===== config.mk =====
export PLATFORM = sky130hd
export DESIGN_NAME = cst_interp
export DESIGN_NICKNAME = d
export VERILOG_FILES = /design/src/rtl/cst_pkg.sv /design/src/rtl/cst_interp.sv
export SDC_FILE = /design/constraint.sdc
export NUM_CORES = 1
export LEC_CHECK = 0
export BUFFER_PORTS_ARGS = -buffer_cell sky130_fd_sc_hd__buf_4
export CORE_MARGIN = 4
export CORE_UTILIZATION = 29
export DETAILED_ROUTE_END_ITERATION = 8
export PLACE_DENSITY_LB_ADDON = 0.15
export SLEW_MARGIN = 20
export SYNTH_ARGS = -nofsm -noshare
export SYNTH_HDL_FRONTEND = slang
export SYNTH_SLANG_ARGS = --single-unit

===== constraint.sdc =====
create_clock -name aclk -period 9.48 [get_ports aclk]
set_input_delay 0.948 -clock aclk [delete_from_list [all_inputs] [get_ports aclk]]
set_output_delay 0.948 -clock aclk [all_outputs]
set_load 0.1 [all_outputs]

===== src/rtl/cst_pkg.sv =====
`default_nettype none
package cst_pkg;

    localparam int SECTORS  = 18;
    localparam int CPS      = 1024;
    localparam int PPS      = 4096;

    localparam int ID_W     = 15;
    localparam int CH_W     = $clog2(CPS);
    localparam int SEC_W    = ID_W - CH_W;
    localparam int SC_W     = $clog2(SECTORS);
    localparam int PIDX_W   = $clog2(PPS);
    localparam int CNT_W    = PIDX_W + 1;
    localparam int CS_AW    = SEC_W + CH_W;
    localparam int PT_AW    = SEC_W + PIDX_W;
    localparam int CS_DEPTH = SECTORS * CPS;
    localparam int PT_DEPTH = SECTORS * PPS;

    localparam logic [CNT_W-1:0] START_UNSET = {CNT_W{1'b1}};

    localparam logic OP_APPEND = 1'b0;
    localparam logic OP_EVAL   = 1'b1;

    localparam logic [2:0] ST_OK        = 3'd0;
    localparam logic [2:0] ST_LAST      = 3'd1;
    localparam logic [2:0] ST_NODATA    = 3'd2;
    localparam logic [2:0] ST_BADSECTOR = 3'd3;
    localparam logic [2:0] ST_FULL      = 3'd4;

    typedef struct packed {
        logic signed [31:0] x0;
        logic signed [31:0] y0;
        logic signed [31:0] x1;
        logic signed [31:0] y1;
        logic signed [31:0] w;
    } interp_req_t;

endpackage
`default_nettype wire


===== src/rtl/cst_interp.sv =====
`default_nettype none
module cst_interp import cst_pkg::*; (
    input  wire logic        aclk,
    input  wire logic        aresetn,
    input  wire logic        start,
    input  wire interp_req_t req,
    output logic             done,
    output logic [31:0]      result
);

    localparam logic [3:0] U_IDLE = 4'd0;
    localparam logic [3:0] U_D    = 4'd1;
    localparam logic [3:0] U_W    = 4'd2;
    localparam logic [3:0] U_DY   = 4'd3;
    localparam logic [3:0] U_ABS  = 4'd4;
    localparam logic [3:0] U_MUL  = 4'd5;
    localparam logic [3:0] U_DIV  = 4'd6;
    localparam logic [3:0] U_FIN  = 4'd7;
    localparam logic [3:0] U_CORR = 4'd8;

    logic [3:0]  state_reg, state_next;
    logic [5:0]  cnt_reg, cnt_next;
    logic        done_reg, done_next;
    interp_req_t req_reg, req_next;
    logic [31:0] d_reg, d_next;
    logic [63:0] p_reg, p_next;
    logic [32:0] rem_reg, rem_next;
    logic [32:0] mag_reg, mag_next;
    logic [33:0] base_reg, base_next;
    logic        neg_reg, neg_next;
    logic [31:0] res_reg, res_next;

    logic [33:0] add_a, add_b, add_s;
    logic        add_sub;
    logic [33:0] mul_sum;
    logic [32:0] rem_sh;
    logic        fix;

    assign add_s = add_a + (add_sub ? ~add_b : add_b) + {33'd0, add_sub};

    always_comb begin
        state_next = state_reg;
        cnt_next   = cnt_reg;
        done_next  = 1'b0;
        req_next   = req_reg;
        d_next     = d_reg;
        p_next     = p_reg;
        rem_next   = rem_reg;
        mag_next   = mag_reg;
        base_next  = base_reg;
        neg_next   = neg_reg;
        res_next   = res_reg;
        add_a      = '0;
        add_b      = '0;
        add_sub    = 1'b0;
        mul_sum    = {1'b0, rem_reg};
        rem_sh     = {rem_reg[31:0], p_reg[63]};
        fix        = 1'b0;
        case (state_reg)
            U_IDLE: begin
                if (start) begin
                    req_next   = req;
                    state_next = U_D;
                end
            end
            U_D: begin
                add_a      = {{2{req_reg.x1[31]}}, req_reg.x1};
                add_b      = {{2{req_reg.x0[31]}}, req_reg.x0};
                add_sub    = 1'b1;
                d_next     = add_s[31:0];
                state_next = U_W;
            end
            U_W: begin
                add_a      = {{2{req_reg.w[31]}}, req_reg.w};
                add_b      = {{2{req_reg.x0[31]}}, req_reg.x0};
                add_sub    = 1'b1;
                p_next     = {32'd0, add_s[31:0]};
                state_next = U_DY;
            end
            U_DY: begin
                add_a      = {{2{req_reg.y1[31]}}, req_reg.y1};
                add_b      = {{2{req_reg.y0[31]}}, req_reg.y0};
                add_sub    = 1'b1;
                base_next  = add_s;
                neg_next   = add_s[33];
                state_next = U_ABS;
            end
            U_ABS: begin
                add_a      = '0;
                add_b      = base_reg;
                add_sub    = neg_reg;
                if (!neg_reg) begin
                    add_a = base_reg;
                    add_b = '0;
                end
                mag_next   = add_s[32:0];
                rem_next   = '0;
                cnt_next   = '0;
                state_next = U_MUL;
            end
            U_MUL: begin
                add_a = {1'b0, rem_reg};
                add_b = {1'b0, mag_reg};
                if (p_reg[0]) begin
                    mul_sum = add_s;
                end
                if (cnt_reg == 6'd31) begin
                    p_next     = {mul_sum[32:1], mul_sum[0], p_reg[31:1]};
                    rem_next   = '0;
                    cnt_next   = '0;
                    state_next = U_DIV;
                end else begin
                    rem_next   = mul_sum[33:1];
                    p_next     = {32'd0, mul_sum[0], p_reg[31:1]};
                    cnt_next   = cnt_reg + 6'd1;
                end
            end
            U_DIV: begin
                add_a   = {1'b0, rem_sh};
                add_b   = {2'b00, d_reg};
                add_sub = 1'b1;
                rem_next = add_s[33] ? rem_sh : add_s[32:0];
                p_next   = {p_reg[62:0], ~add_s[33]};
                if (cnt_reg == 6'd63) begin
                    state_next = U_FIN;
                end else begin
                    cnt_next = cnt_reg + 6'd1;
                end
            end
            U_FIN: begin
                add_a      = {{2{req_reg.y0[31]}}, req_reg.y0};
                add_b      = {1'b0, p_reg[32:0]};
                add_sub    = neg_reg;
                base_next  = add_s;
                state_next = U_CORR;
            end
            U_CORR: begin
                add_a   = base_reg;
                add_b   = 34'd1;
                add_sub = neg_reg;
                if (rem_reg != '0) begin
                    fix = neg_reg ? (!base_reg[33] && base_reg != '0) : base_reg[33];
                end
                res_next   = fix ? add_s[31:0] : base_reg[31:0];
                done_next  = 1'b1;
                state_next = U_IDLE;
            end
            default: begin
                state_next = U_IDLE;
            end
        endcase
    end

    always_ff @(posedge aclk) begin
        if (!aresetn) begin
            state_reg <= U_IDLE;
            done_reg  <= 1'b0;
        end else begin
            state_reg <= state_next;
            done_reg  <= done_next;
        end
    end

    always_ff @(posedge aclk) begin
        cnt_reg  <= cnt_next;
        req_reg  <= req_next;
        d_reg    <= d_next;
        p_reg    <= p_next;
        rem_reg  <= rem_next;
        mag_reg  <= mag_next;
        base_reg <= base_next;
        neg_reg  <= neg_next;
        res_reg  <= res_next;
    end

    assign done   = done_reg;
    assign result = res_reg;

endmodule
`default_nettype wire


==> results.cfg, run 1 <==
[timing]
fin_crit_ns = 6.64
hold_viol = 0
worst-slew-pin-transition_ns = 1.01
timing.slew.headroom_pct = 32.6
fmax_mhz = 151
fin_crit_sh_pct = 70.1
slew_violations = 0
setup_viol = 0
setup-tns-final_ns = 0
grt_setup_unrepaired = no
finalClockSkew_ns = 0.0163

[detailed_routing]
drc_errors = 0
wl_per_cell_um = 25.7
drtIter0Drc = 1338
ant_nets = 0
via_count = 13800
drt_wl_total_um = 66000
drt-pass1-iter-count = 6
via_per_inst = 5.39

[grt]
grt_max_degree = 108
grt_pass1_vias = 14300
grtUsageTotal_pct = 18.0
grt.busiest_layer = met2
antenna_found_initial = 0
grt_pass1_wl_um = 96500
use_met3_pct = 2.97
globalRouteMet1Util_pct = 24.9
grt_remaining_overflow = 0
grt.met2_usage_pct = 29.7

[clocking]
cts_setup_buffers = 0
path_clk_slew_ns = 0.06
clock_sinks = 400
cts.htree.levels = 2
cts_buffers = 48
cts-hold-fix-buffers = 0
cts_buffer_depth = 3
cts_tree = done
root_buffer = clkbuf_16
ctsResizeCount = 0
clock_latency_ns = 0.58

[critical_path]
worstPathMaxFanout = 107
required_ns = 9.75
crit_arrival_ns = 6.91
startpoint_type = flip-flop
crit_chain = nand2b_1 > nor2_4 > buf_12 > a22oi_1 > nand3_1 > xor2_1 > ha_1 > nand4_1 > or3_1 > or3_1 > o41ai_4 > a21oi_2 > mux2i_1 > nand4_1 > buf_4 > mux2i_1 > o22ai_1
crit_family = simple AND/OR/NAND/NOR gates
rrSetupSlack_ns = 2.84
slowest_delay_ns = 0.84
endpoint_kind = flip-flop
slowest_stage = dfxtp_1
worstSetupPathType = reg2reg
cp_num_buf_inv = 2

[logic_synthesis]
yosysSeqAreaShare_pct = 61.7
ys_ff_latch = 400
ys_top_cells_by_area = edfxtp_1 (61%), a22oi_1 (4.9%), mux2i_1 (3.8%)
synth_top_flop_cell = edfxtp_1
synth_fp_nets = 1688
synthCells = 1491
synth_edf_count = 395
synthDistinctLibCells = 73
synth_top_area_share_pct = 61.2
yosysTopAreaCell = edfxtp_1
avgSynthCellArea_sq_um = 13.0
yosys_warnings = 0
synthArstFlopShare_pct = 0
syn-cell-area_sq_um = 19400

[die]
die_area_sq_um = 71000
core_area_sq_um = 66000
die_h_um = 266
start_util_pct = 29.4
die_width_um = 266
row_count = 94
ios = 196

[layout]
multi_input_area_sq_um = 6920
nets = 1867
drive_above_1_share_pct = 20.9
layout_common_cells = edfxtp_1 (395), buf_4 (225), a22oi_1 (127), nand2_1 (106), mux2i_1 (74)
regArea_sq_um = 12000
syn_to_final_growth_pct = 20.8
final_common_cell = edfxtp_1
largest_reg_flops = 160
n_fill_cell = 6447
antennaDiodeCount = 0

[placed_design]
place_congestion = 0.808
post-dp-hpwl_um = 43000
port_buffers = 195

[hold_path]
hp-class = reg2reg

[status]
outcome = finished clean

[run]
drv_cap = 0
==> cells in the mapped netlist, drive strengths merged (30+ instances only) <==
cell type and count:
a221oi 30, nor2 45, edfxtp 395, a22oi 127, xor2 45, mux2 34, o21ai 59, a21oi 50
inv 43, nand2 107, o22ai 33, ha 33, nand3 68, clkbuf 69, mux2i 75
==> worst min-delay path, delay by kind of cell, from the launching register on <==
kind	cells	cell delay, ns
AOI/OAI and AO/OA	1	0.06
DFF	1	0.32
and+or+nand+nor	1	0.04
==> worst paths after layout <==
path,startpoint,cells after the start,end
worst min-delay path,p_reg[43]$_DFFE_PP_,2,p_reg[44]$_DFFE_PP_
worst max-delay path,state_reg[2]$_SDFFE_PN0P_,17,rem_reg[21]$_DFFE_PP_
worst min register to register,p_reg[43]$_DFFE_PP_,2,p_reg[44]$_DFFE_PP_
worst max register to register,state_reg[2]$_SDFFE_PN0P_,17,rem_reg[21]$_DFFE_PP_
==> per-layer routing <==
metal	part of all wire [%]	vias up
li1	-	6291
met1	45	7027
met2	48	453
met3	5.5	75
met4	2.1	0
met5	0	-
==> cell families after synthesis <==
kind of cell | share of synthesized area [%]
mux | 5.92
buf+inv | 3.03
simple gates | 8.01
fa+ha+maj | 2.23
xor+xnor | 3.15
compound gates | 15.9
flops | 61.7
==> through the flow <==
| stage | hold WS, ns | instance area [sq um] | setup slack [ns] | util [%] | std cells |
|---|---|---|---|---|---|
| final | 0.528 | 23400 | 2.84 | 35.5 | 2567 |
| after global routing | 0.510 | 23400 | 2.54 | 35.5 | 2567 |
| after CTS | 0.506 | 23400 | 2.92 | 35.5 | 2567 |
| after detailed placement | 0.511 | 21900 | 2.93 | 33.1 | 2484 |
| after global placement | 0.503 | 21800 | 3.07 | 33.1 | 2483 |
| after floorplan | 0.496 | 19400 | 4.21 | - | 1491 |
==> cell type report <==
| type | count | share of cell area [%] |
|---|---|---|
| inverter | 43 | 0.690 |
| clock buffer | 59 | 5.40 |
| sequential | 400 | 51.1 |
| clock inverter | 24 | 1.18 |
| timing repair buffer | 227 | 7.42 |
| tap | 864 | 4.62 |
| multi-input combinational | 950 | 29.6 |
Power of run 1 is left out: the tool's default activity adds up to more than one toggle a clock period on the data nets, which glitch-free logic cannot reach.
==> run 2: changes to the inputs <==
==> constraint.sdc (replaced) <==
create_clock -name aclk -period 6.89 [get_ports aclk]
set_input_delay 0.689 -clock aclk [delete_from_list [all_inputs] [get_ports aclk]]
set_output_delay 0.689 -clock aclk [all_outputs]
set_load 0.1 [all_outputs]
==> run 2 against run 1 <==
Against the previous run: clock skew is 0.026 ns higher; hold slack got worse by 0.26 ns; global-route usage hardly changed; critical path depth grew 1; die area did not move; largest cell class unchanged; highest routed layer unchanged; non-clock buffer count is 19 higher; final cell count increased by 0.90%; sequential share of layout area fell by 0.51 points; clock-buffer cell count unchanged; critical path type unchanged.
==> results.cfg, run 2 (synthesis gave the netlist of run 1 again) <==
[status]
outcome = finished clean

[die]
row_count = 94
core_area_sq_um = 66000
die_h_um = 266
die_width_um = 266
die_area_sq_um = 71000
ios = 196
start_util_pct = 29.4

[clocking]
cts_buffer_depth = 3
cts.htree.levels = 2
cts-hold-fix-buffers = 0
clock_sinks = 400
clock_latency_ns = 0.60
root_buffer = clkbuf_16
cts_buffers = 48
cts_tree = done
path_clk_slew_ns = 0.06
ctsResizeCount = 0
cts_setup_buffers = 0

[layout]
layout_common_cells = edfxtp_1 (395), buf_4 (239), a22oi_1 (127), nand2_1 (107), mux2i_1 (74)
antennaDiodeCount = 0
largest_reg_flops = 160
syn_to_final_growth_pct = 22.0
n_fill_cell = 6380
fin_cells = 2590
regArea_sq_um = 12000
multi_input_area_sq_um = 6920
final_area_sq_um = 23600
nets = 1886
drive_above_1_share_pct = 21.9
final_common_cell = edfxtp_1

[critical_path]
cp_num_buf_inv = 2
worstPathMaxFanout = 80
startpoint_type = flip-flop
rrSetupSlack_ns = 1.04
worstSetupPathType = reg2reg
crit_arrival_ns = 6.27
crit_family = simple AND/OR/NAND/NOR gates
path_depth = 18
crit_chain = nand2b_1 > nor2_4 > buf_12 > a22oi_1 > nand3_1 > xor2_1 > inv_1 > fa_1 > nor2b_1 > o2111ai_1 > a31oi_1 > or2_2 > a21o_1 > and3_1 > o221ai_1 > xnor2_1 > mux2i_1 > o22ai_1
rr_startpoint = state_reg[2]$_SDFFE_PN0P_
endpoint_kind = flip-flop
crit_end = rem_reg[19]$_DFFE_PP_
crit_start = state_reg[2]$_SDFFE_PN0P_
reg2regPathDepth = 18
slowest_delay_ns = 0.84
required_ns = 7.31
r2r-end = rem_reg[19]$_DFFE_PP_
slowest_stage = dfxtp_1

[timing]
hold_viol = 0
fin_crit_sh_pct = 84.9
setup-tns-final_ns = 0
slew_violations = 0
timing.slew.headroom_pct = 31.5
fin_crit_ns = 5.85
finalClockSkew_ns = 0.0423
setup_viol = 0
grt_setup_unrepaired = no
fmax_mhz = 171
worst-slew-pin-transition_ns = 1.03

[detailed_routing]
drt_wl_total_um = 65700
via_per_inst = 5.44
via_count = 14100
wl_per_cell_um = 25.4
drtIter0Drc = 1373
ant_nets = 0
drc_errors = 0
drt-pass1-iter-count = 6

[grt]
grt_max_degree = 81
antenna_found_initial = 0
grtUsageTotal_pct = 17.9
grt_pass1_wl_um = 96100
grt_remaining_overflow = 0
grt_pass1_vias = 14400

[run]
drv_cap = 0

[placed_design]
dp.cells = 2502
port_buffers = 195
placed_area_sq_um = 22000
place_congestion = 0.815
post-dp-hpwl_um = 44300

[hold_path]
hp-class = in2reg
[run 2: changes by cell type in the layout (fill, tap and decap cells not counted), sizes merged]
cell,previous run,this run
buf,227,246
clkinv,12,17
clkinvlp,5,3
inv,44,45
[run 2: layer usage]
metal	share of wire [%]	GRT usage (%)	routed length, um	vias to the layer above
li1	-	-	-	6329
met1	44	24.9	28900	7116
met2	47	29.0	30900	561
met3	6.6	3.28	4320	91
met4	2.4	4.83	1590	0
met5	0	0	0	-
[run 2: worst min-delay path by stage]
stage	to	startpoint	slack, ns	cells after the start
final	req_reg[56]$_DFFE_PP_	req[56]	0.27	1
after global placement	p_reg[57]$_DFFE_PP_	p_reg[56]$_DFFE_PP_	0.51	2
after CTS	req_reg[119]$_DFFE_PP_	req[119]	0.23	1
after detailed placement	p_reg[59]$_DFFE_PP_	p_reg[58]$_DFFE_PP_	0.51	2
after floorplan	p_reg[34]$_DFFE_PP_	p_reg[33]$_DFFE_PP_	0.50	2
after global routing	req_reg[90]$_DFFE_PP_	req[90]	0.23	1
[run 2: final cells by class]
type / instances / area share (%)
flip-flops and latches: 400 / 50.6
clock buffers: 59 / 5.35
repair buffers: 246 / 8.22
inverters: 43 / 0.683
clock inverters: 28 / 1.31
well taps: 864 / 4.57
multi-input cells: 950 / 29.3
[run 2: metrics by stage]
step	worst slack (ns)	hold slack, ns	utilization [%]
floorplan	1.62	0.496	-
detailed placement	1.18	0.507	33.4
CTS	1.05	0.225	35.8
global route	0.549	0.229	35.8
global placement	1.21	0.506	33.4
finish	1.04	0.267	35.8
Power of run 2 is left out for the same reason.
